$ cat config.mk
export PLATFORM = sky130hd
export DESIGN_NAME = hsv_to_rgb_converter
export DESIGN_NICKNAME = d
export VERILOG_FILES = /design/src/sv/h2r_pkg.sv /design/src/sv/hsv_to_rgb_converter.sv
export SDC_FILE = /design/constraint.sdc
export NUM_CORES = 2
export LEC_CHECK = 0
export ABC_AREA = 1
export ABC_CLOCK_PERIOD_IN_PS = 8700
export BUFFER_PORTS_ARGS = -buffer_cell sky130_fd_sc_hd__buf_2
export CORE_MARGIN = 2
export CORE_UTILIZATION = 45
export CTS_CLUSTER_SIZE = 25
export DETAILED_ROUTE_END_ITERATION = 6
export SYNTH_ARGS = -nofsm -noshare
export SYNTH_HDL_FRONTEND = slang
export SYNTH_SLANG_ARGS = --single-unit
$ cat constraint.sdc
create_clock -name clk -period 8.7 [get_ports clk]
set_input_delay 1.305 -clock clk [delete_from_list [all_inputs] [get_ports clk]]
set_output_delay 1.305 -clock clk [all_outputs]
set_load 0.1 [all_outputs]
$ cat src/sv/h2r_pkg.sv
// Shared types, constants and lookup tables for the HSV to RGB converter.
// Used by hsv_to_rgb_converter; depends on nothing else.
`default_nettype none

package h2r_pkg;

	// Fixed-point format: 1.0 is 1 << FRAC_BITS. Saturation, value and the
	// p, q and t terms can reach exactly 1.0, so they carry one extra bit.
	localparam int FRAC_BITS  = 16;
	localparam int FX_W       = FRAC_BITS + 1;
	localparam int FX_ONE_INT = 1 << FRAC_BITS;
	localparam logic [FX_W-1:0] FX_ONE = FX_W'(FX_ONE_INT);

	localparam int PCT_FULL   = 100;
	localparam int HUE_SECTOR = 60;
	localparam int HUE_WRAP   = 360;
	localparam int BYTE_MAX   = 255;

	typedef struct packed {
		logic [8:0] hue;
		logic [6:0] saturation;
		logic [6:0] brightness;
		logic [7:0] alpha_in;
	} h2r_in_t;

	typedef struct packed {
		logic [7:0] red;
		logic [7:0] green;
		logic [7:0] blue;
		logic [7:0] alpha_out;
	} h2r_out_t;

	typedef logic [FX_W-1:0]      pct_lut_t [0:PCT_FULL];
	typedef logic [FRAC_BITS-1:0] ff_lut_t  [0:HUE_SECTOR-1];

	// floor(pct * 1.0 / 100) for every percentage, built at elaboration.
	function automatic pct_lut_t build_pct_lut();
		pct_lut_t lut;
		for (int i = 0; i <= PCT_FULL; i++) begin
			lut[i] = FX_W'((i * FX_ONE_INT) / PCT_FULL);
		end
		return lut;
	endfunction

	// floor(rem * 1.0 / 60) for every offset inside a hue sector.
	function automatic ff_lut_t build_ff_lut();
		ff_lut_t lut;
		for (int i = 0; i < HUE_SECTOR; i++) begin
			lut[i] = FRAC_BITS'((i * FX_ONE_INT) / HUE_SECTOR);
		end
		return lut;
	endfunction

endpackage

`default_nettype wire

$ cat src/sv/hsv_to_rgb_converter.sv
// HSV to RGB converter top level: a four-stage pipeline with an output register.
// Depends on h2r_pkg for the beat structs, the fixed-point format and the tables.
`default_nettype none

// One color enters per clock cycle while in_ready is high, and its result passes
// through table lookup and hue sector, products with saturation, products with value,
// then channel selection and scaling to 0..255 into the output register. The
// two rows of 17 by 17 bit multipliers set the stage depth. A full pipeline
// holds four beats; when out_ready drops, stages that hold a beat stall while
// empty stages ahead of them keep filling, so in_ready stays high until every
// stage is occupied. Alpha travels alongside unchanged.
module hsv_to_rgb_converter import h2r_pkg::*; (
	input  wire logic     clk,
	input  wire logic     arst_n,
	input  wire logic     in_valid,
	output logic          in_ready,
	input  wire h2r_in_t  in_data,
	output logic          out_valid,
	input  wire logic     out_ready,
	output h2r_out_t      out_data
);

	typedef enum logic [2:0] {
		SEC_RED_YEL  = 3'd0,
		SEC_YEL_GRN  = 3'd1,
		SEC_GRN_CYN  = 3'd2,
		SEC_CYN_BLU  = 3'd3,
		SEC_BLU_MAG  = 3'd4,
		SEC_MAG_RED  = 3'd5
	} sector_t;

	localparam pct_lut_t PCT_LUT = build_pct_lut();
	localparam ff_lut_t  FF_LUT  = build_ff_lut();
	localparam int       PROD_W  = 2 * FX_W;
	localparam int       BYTE_W  = FX_W + 8;

	// Stage valid bits and advance enables.
	logic vld_s1, vld_s2, vld_s3, vld_s4;
	logic en_s1, en_s2, en_s3, en_s4;

	assign en_s4    = !vld_s4 || out_ready;
	assign en_s3    = !vld_s3 || en_s4;
	assign en_s2    = !vld_s2 || en_s3;
	assign en_s1    = !vld_s1 || en_s2;
	assign in_ready = en_s1;

	always_ff @(posedge clk or negedge arst_n) begin
		if (!arst_n) begin
			vld_s1 <= 1'b0;
			vld_s2 <= 1'b0;
			vld_s3 <= 1'b0;
			vld_s4 <= 1'b0;
		end else begin
			if (en_s1) vld_s1 <= in_valid;
			if (en_s2) vld_s2 <= vld_s1;
			if (en_s3) vld_s3 <= vld_s2;
			if (en_s4) vld_s4 <= vld_s3;
		end
	end

	// ---------------- Stage 1: percent scaling, hue sector and fraction
	logic [6:0]          sat_pct, val_pct;
	logic [8:0]          hue_w;
	logic [5:0]          hue_rem;
	sector_t             sec_c;

	always_comb begin
		sat_pct = (in_data.saturation > 7'(PCT_FULL)) ? 7'(PCT_FULL) : in_data.saturation;
		val_pct = (in_data.brightness > 7'(PCT_FULL)) ? 7'(PCT_FULL) : in_data.brightness;
		hue_w   = (in_data.hue >= 9'(HUE_WRAP)) ? 9'd0 : in_data.hue;
		priority if (hue_w < 9'(HUE_SECTOR)) begin
			sec_c   = SEC_RED_YEL;
			hue_rem = hue_w[5:0];
		end else if (hue_w < 9'(2 * HUE_SECTOR)) begin
			sec_c   = SEC_YEL_GRN;
			hue_rem = 6'(hue_w - 9'(HUE_SECTOR));
		end else if (hue_w < 9'(3 * HUE_SECTOR)) begin
			sec_c   = SEC_GRN_CYN;
			hue_rem = 6'(hue_w - 9'(2 * HUE_SECTOR));
		end else if (hue_w < 9'(4 * HUE_SECTOR)) begin
			sec_c   = SEC_CYN_BLU;
			hue_rem = 6'(hue_w - 9'(3 * HUE_SECTOR));
		end else if (hue_w < 9'(5 * HUE_SECTOR)) begin
			sec_c   = SEC_BLU_MAG;
			hue_rem = 6'(hue_w - 9'(4 * HUE_SECTOR));
		end else begin
			sec_c   = SEC_MAG_RED;
			hue_rem = 6'(hue_w - 9'(5 * HUE_SECTOR));
		end
	end

	logic [FX_W-1:0]      s_s1, v_s1;
	logic [FRAC_BITS-1:0] ff_s1;
	sector_t              sec_s1;
	logic                 gray_s1;
	logic [7:0]           alpha_s1;

	always_ff @(posedge clk) begin
		if (en_s1) begin
			s_s1     <= PCT_LUT[sat_pct];
			v_s1     <= PCT_LUT[val_pct];
			ff_s1    <= FF_LUT[hue_rem];
			sec_s1   <= sec_c;
			gray_s1  <= (in_data.saturation == 7'd0);
			alpha_s1 <= in_data.alpha_in;
		end
	end

	// ---------------- Stage 2: saturation times the hue fraction
	logic [PROD_W-1:0] sff_prod, sfc_prod;
	logic [FX_W-1:0]   ff_ext;

	always_comb begin
		ff_ext   = FX_W'(ff_s1);
		sff_prod = PROD_W'(s_s1) * PROD_W'(ff_ext);
		sfc_prod = PROD_W'(s_s1) * PROD_W'(FX_ONE - ff_ext);
	end

	logic [FX_W-1:0] oms_s2, omq_s2, omt_s2, v_s2;
	sector_t         sec_s2;
	logic            gray_s2;
	logic [7:0]      alpha_s2;

	always_ff @(posedge clk) begin
		if (en_s2) begin
			oms_s2   <= FX_ONE - s_s1;
			omq_s2   <= FX_ONE - FX_W'(sff_prod >> FRAC_BITS);
			omt_s2   <= FX_ONE - FX_W'(sfc_prod >> FRAC_BITS);
			v_s2     <= v_s1;
			sec_s2   <= sec_s1;
			gray_s2  <= gray_s1;
			alpha_s2 <= alpha_s1;
		end
	end

	// ---------------- Stage 3: value times the three factors
	logic [PROD_W-1:0] p_prod, q_prod, t_prod;

	always_comb begin
		p_prod = PROD_W'(v_s2) * PROD_W'(oms_s2);
		q_prod = PROD_W'(v_s2) * PROD_W'(omq_s2);
		t_prod = PROD_W'(v_s2) * PROD_W'(omt_s2);
	end

	logic [FX_W-1:0] p_s3, q_s3, t_s3, v_s3;
	sector_t         sec_s3;
	logic            gray_s3;
	logic [7:0]      alpha_s3;

	always_ff @(posedge clk) begin
		if (en_s3) begin
			p_s3     <= FX_W'(p_prod >> FRAC_BITS);
			q_s3     <= FX_W'(q_prod >> FRAC_BITS);
			t_s3     <= FX_W'(t_prod >> FRAC_BITS);
			v_s3     <= v_s2;
			sec_s3   <= sec_s2;
			gray_s3  <= gray_s2;
			alpha_s3 <= alpha_s2;
		end
	end

	// ---------------- Stage 4: per-sector selection and scaling to a byte
	logic [FX_W-1:0] r_fx, g_fx, b_fx;

	always_comb begin
		if (gray_s3) begin
			r_fx = v_s3;
			g_fx = v_s3;
			b_fx = v_s3;
		end else begin
			unique case (sec_s3)
				SEC_RED_YEL: begin r_fx = v_s3; g_fx = t_s3; b_fx = p_s3; end
				SEC_YEL_GRN: begin r_fx = q_s3; g_fx = v_s3; b_fx = p_s3; end
				SEC_GRN_CYN: begin r_fx = p_s3; g_fx = v_s3; b_fx = t_s3; end
				SEC_CYN_BLU: begin r_fx = p_s3; g_fx = q_s3; b_fx = v_s3; end
				SEC_BLU_MAG: begin r_fx = t_s3; g_fx = p_s3; b_fx = v_s3; end
				default:     begin r_fx = v_s3; g_fx = p_s3; b_fx = q_s3; end
			endcase
		end
	end

	// Multiply by 255 as a shift and subtract, drop the fraction, clip at 255.
	function automatic logic [7:0] fx_to_byte(input logic [FX_W-1:0] x);
		logic [BYTE_W-1:0] scaled;
		logic [BYTE_W-FRAC_BITS-1:0] whole;
		scaled = {x, 8'd0} - BYTE_W'(x);
		whole  = (BYTE_W-FRAC_BITS)'(scaled >> FRAC_BITS);
		return (whole > (BYTE_W-FRAC_BITS)'(BYTE_MAX)) ? 8'(BYTE_MAX) : whole[7:0];
	endfunction

	h2r_out_t res_s4;

	always_ff @(posedge clk) begin
		if (en_s4) begin
			res_s4.red       <= fx_to_byte(r_fx);
			res_s4.green     <= fx_to_byte(g_fx);
			res_s4.blue      <= fx_to_byte(b_fx);
			res_s4.alpha_out <= alpha_s3;
		end
	end

	assign out_valid = vld_s4;
	assign out_data  = res_s4;

	// ---------------- Checks
	// With the sink taking every beat, no stage can block the input.
	a_ready_chain: assert property (@(posedge clk) disable iff (!arst_n)
		out_ready |-> in_ready)
		else $error("input stalled while the output side was ready");

	// A beat held in stage 2 by a stall stays there.
	a_s2_hold: assert property (@(posedge clk) disable iff (!arst_n)
		(vld_s2 && !en_s3) |=> (vld_s2 && $stable(v_s2) && $stable(alpha_s2)))
		else $error("stage 2 beat lost during a stall");

	// p is the floor of the three terms and none of them exceeds value.
	a_term_order: assert property (@(posedge clk) disable iff (!arst_n)
		vld_s3 |-> (p_s3 <= q_s3 && p_s3 <= t_s3 && q_s3 <= v_s3 && t_s3 <= v_s3))
		else $error("HSV terms out of order");

endmodule

`default_nettype wire
==> results.md <==
- Outcome: completed
- Synthesized Nets: between 9000 and 10000
- First-pass GRT wire length: 291 mm
- #FFs+latches synth: 248
- Setup ws final: between 700 and 800 ps
- Drt initial violations: 3975
- Cell taking the most area after synthesis: fa_1
- TritonCTS clock tree: yes
- Grt total ovfl: 0
- Final-report hold violation count: 0
- Quantity of gates resized following cts: 0
- GRT Overall Usage: 26.3%
- Final period demand of the worst path: 7940 ps
- Multi-input logic area: 45700 um^2
- H-tree level count: 2
- Dominant cells by area after synthesis: fa_1, inv_1, ha_1
- RSZ-0062 raised after global routing: false
- WS Path Type: flop to flop
- IO Port Bufs: 68
- Clock Latency Late Sink: 590 ps
- Root buffer cell: clkbuf_16
- Ant. Diodes: 0
- First-pass iteration count of the detailed router: 6
- Setup tns final: 0 ps
- Critical-path maximum fanout: 21
- Residual DRC: 0
- WL final: around 180 mm
- Max Cap Viol: 0
- Post-Syn Instances: 7892
- DP Worst Slack: approximately 900 ps
- Asr flop ratio synth: between 1.5 and 2%
- Number of vias per cell: 5.25
- Worst Hold Class: flop to flop
- Initial antenna violation count: 0
- Commonest non-fill, non-tap cell in the layout: inv_1
- Clock skew: 41.6 ps
- Top cell by count, worst path: inv_1
- Distinct cells, synth: 79
- FF+latch area: 7430 um^2
- Final Slew Violations: 0
- Post-synth top area share: 35.1%
- Critical path's largest stage delay: 620 ps
- Fill cells: 13600
- Highest clock rate: 126 MHz
- Clock buffer count from CTS: 34
- Site row count: approximately 140
- Antenna-violating nets left: 0
- Most frequent cells in the layout: inv_1, nand2_1, fa_1
- CTS Hold Bufs: 0
- Placed Area: around 64000 um^2
- EDFF count, synth: 244
- Post-CTS Setup Repair Bufs: 0
- Vias in the first global route: ~52000
- Seq/Total Area, Yosys: a little under an eighth
- Global placement routability congestion: approximately 0.95
- Post-synth top flop: edfxtp_1
- # IOs: 69
- Vias: 50400
- Synthesized area: 62200 um^2
- Slowest CP cell: inv_1
- Critical Path RT: 9010 ps
- Worst Setup End Kind: flop
- Post-DP HPWL: between 100 and 150 mm
- Minimum hold slack: 413 ps
- Reg clk slew, reported paths: 60 ps
- Startpoint types: flop
- Die area: 141000 um^2
- Final worst-path cycle share: 91.2%
- Max Buffers Root-to-Sink: 3
- Core area: 137000 um^2
- Rel. slew slack: 24.3%
- Starting Density: 45.3%
- Worst Path Arrival: 8250 ps
- Synth warn: 0
- Largest net degree at the start of global routing: about 70
- Worst-Margin Slew: roughly 1100 ps
- Share of layout cells above drive strength 1: 3.51%
- Setup violations, final: 0
- Syn Area/Cell: 7.89 um^2
- Die Ht: 376 um
- Area grow syn2layout: 5.14%
- Number of nets in the layout: roughly 9500
- Finished Cell Area: around 65000 um^2
- Die X: 376 um
- Routed WL per cell: 19.0 um
- Num Clock Sinks: between 200 and 250
-- cell families after synthesis --
group	synth area share [%]
compound gates	7.24
xor+xnor	2.08
fa+ha+maj	46.9
buf+inv	14.7
flops	11.9
mux	0.0322
simple gates	17.0
-- metrics by stage --
| step | utilization [%] | cells |
|---|---|---|
| after floorplan | - | 7892 |
| final | 47.7 | 9600 |
| after global placement | 46.9 | 9540 |
| after detailed placement | 46.9 | 9541 |
| after CTS | 47.7 | 9600 |
| after global routing | 47.7 | 9600 |
-- final timing paths --
check | from | to | slack, ps | cells past startpoint
worst max-delay path | ff_s1[10] | omt_s2[16] | 760 | 29
worst min-delay path | alpha_s3[3] | out_data[3] | 410 | 0
worst max register to register | ff_s1[10] | omt_s2[16] | 760 | 29
worst min register to register | alpha_s3[3] | out_data[3] | 410 | 0
max in group asynchronous | arst_n | vld_s2 | 8050 | 1
min in group asynchronous | arst_n | vld_s3 | 530 | 1
-- state kept, by name, indices dropped and copies added, names as in the netlist, 17 cells and up --
signal,flops
q_s3,17
v_s1,17
t_s3,17
out_data,32
omt_s2,17
p_s3,17
oms_s2,17
v_s2,17
s_s1,17
v_s3,17
omq_s2,17
-- cell type report --
cell class	count	share of cell area, %
timing repair buffer	157	1.71
tap	1794	3.43
inverter	2119	12.2
sequential	248	11.3
multi-input combinational	5223	69.8
clock inverter	15	0.184
clock buffer	44	1.41
-- metal layers --
metal / track usage [%] / up-vias / routed length (um)
met3: 3.07 / 324 / 11400
met2: 43.5 / 1823 / 84900
met5: 0 / - / 0
met4: 8.68 / 0 / 6510
met1: 35.9 / 24800 / 79400
li1: - / 23400 / -
-- cells in the mapped netlist (all sizes together), types with 5 or more instances --
library cell     n
a211oi          10
a21boi           7
a21o             9
a21oi          313
a221oi          10
a22oi            5
a31oi           26
and3             7
buf             35
clkbuf         267
clkinv          15
edfxtp         244
fa            1092
ha             588
inv           2104
nand2         1858
nand3          169
nand3b          11
nand4           54
nor2           444
nor3            55
nor4            13
o2111ai         17
o211ai          42
o21a             9
o21ai          229
o21bai          19
o221ai          16
o22ai           20
o311ai           9
o31ai            8
or2             10
xnor2           45
xor2           102
-- worst max-delay path, delay by kind of cell (launching register included) --
family / cells / cell delay (ps)
DFF: 1 / 590
xor gates and xnor gates: 1 / 180
and+or+nand+nor: 10 / 1610
adders and majority gates: 8 / 3630
buffers and inverters: 7 / 1110
AOI/OAI and AO/OA: 3 / 530
Power is not shown: default switching activity piles up to over one toggle a cycle in this logic, so the estimate is an artifact.
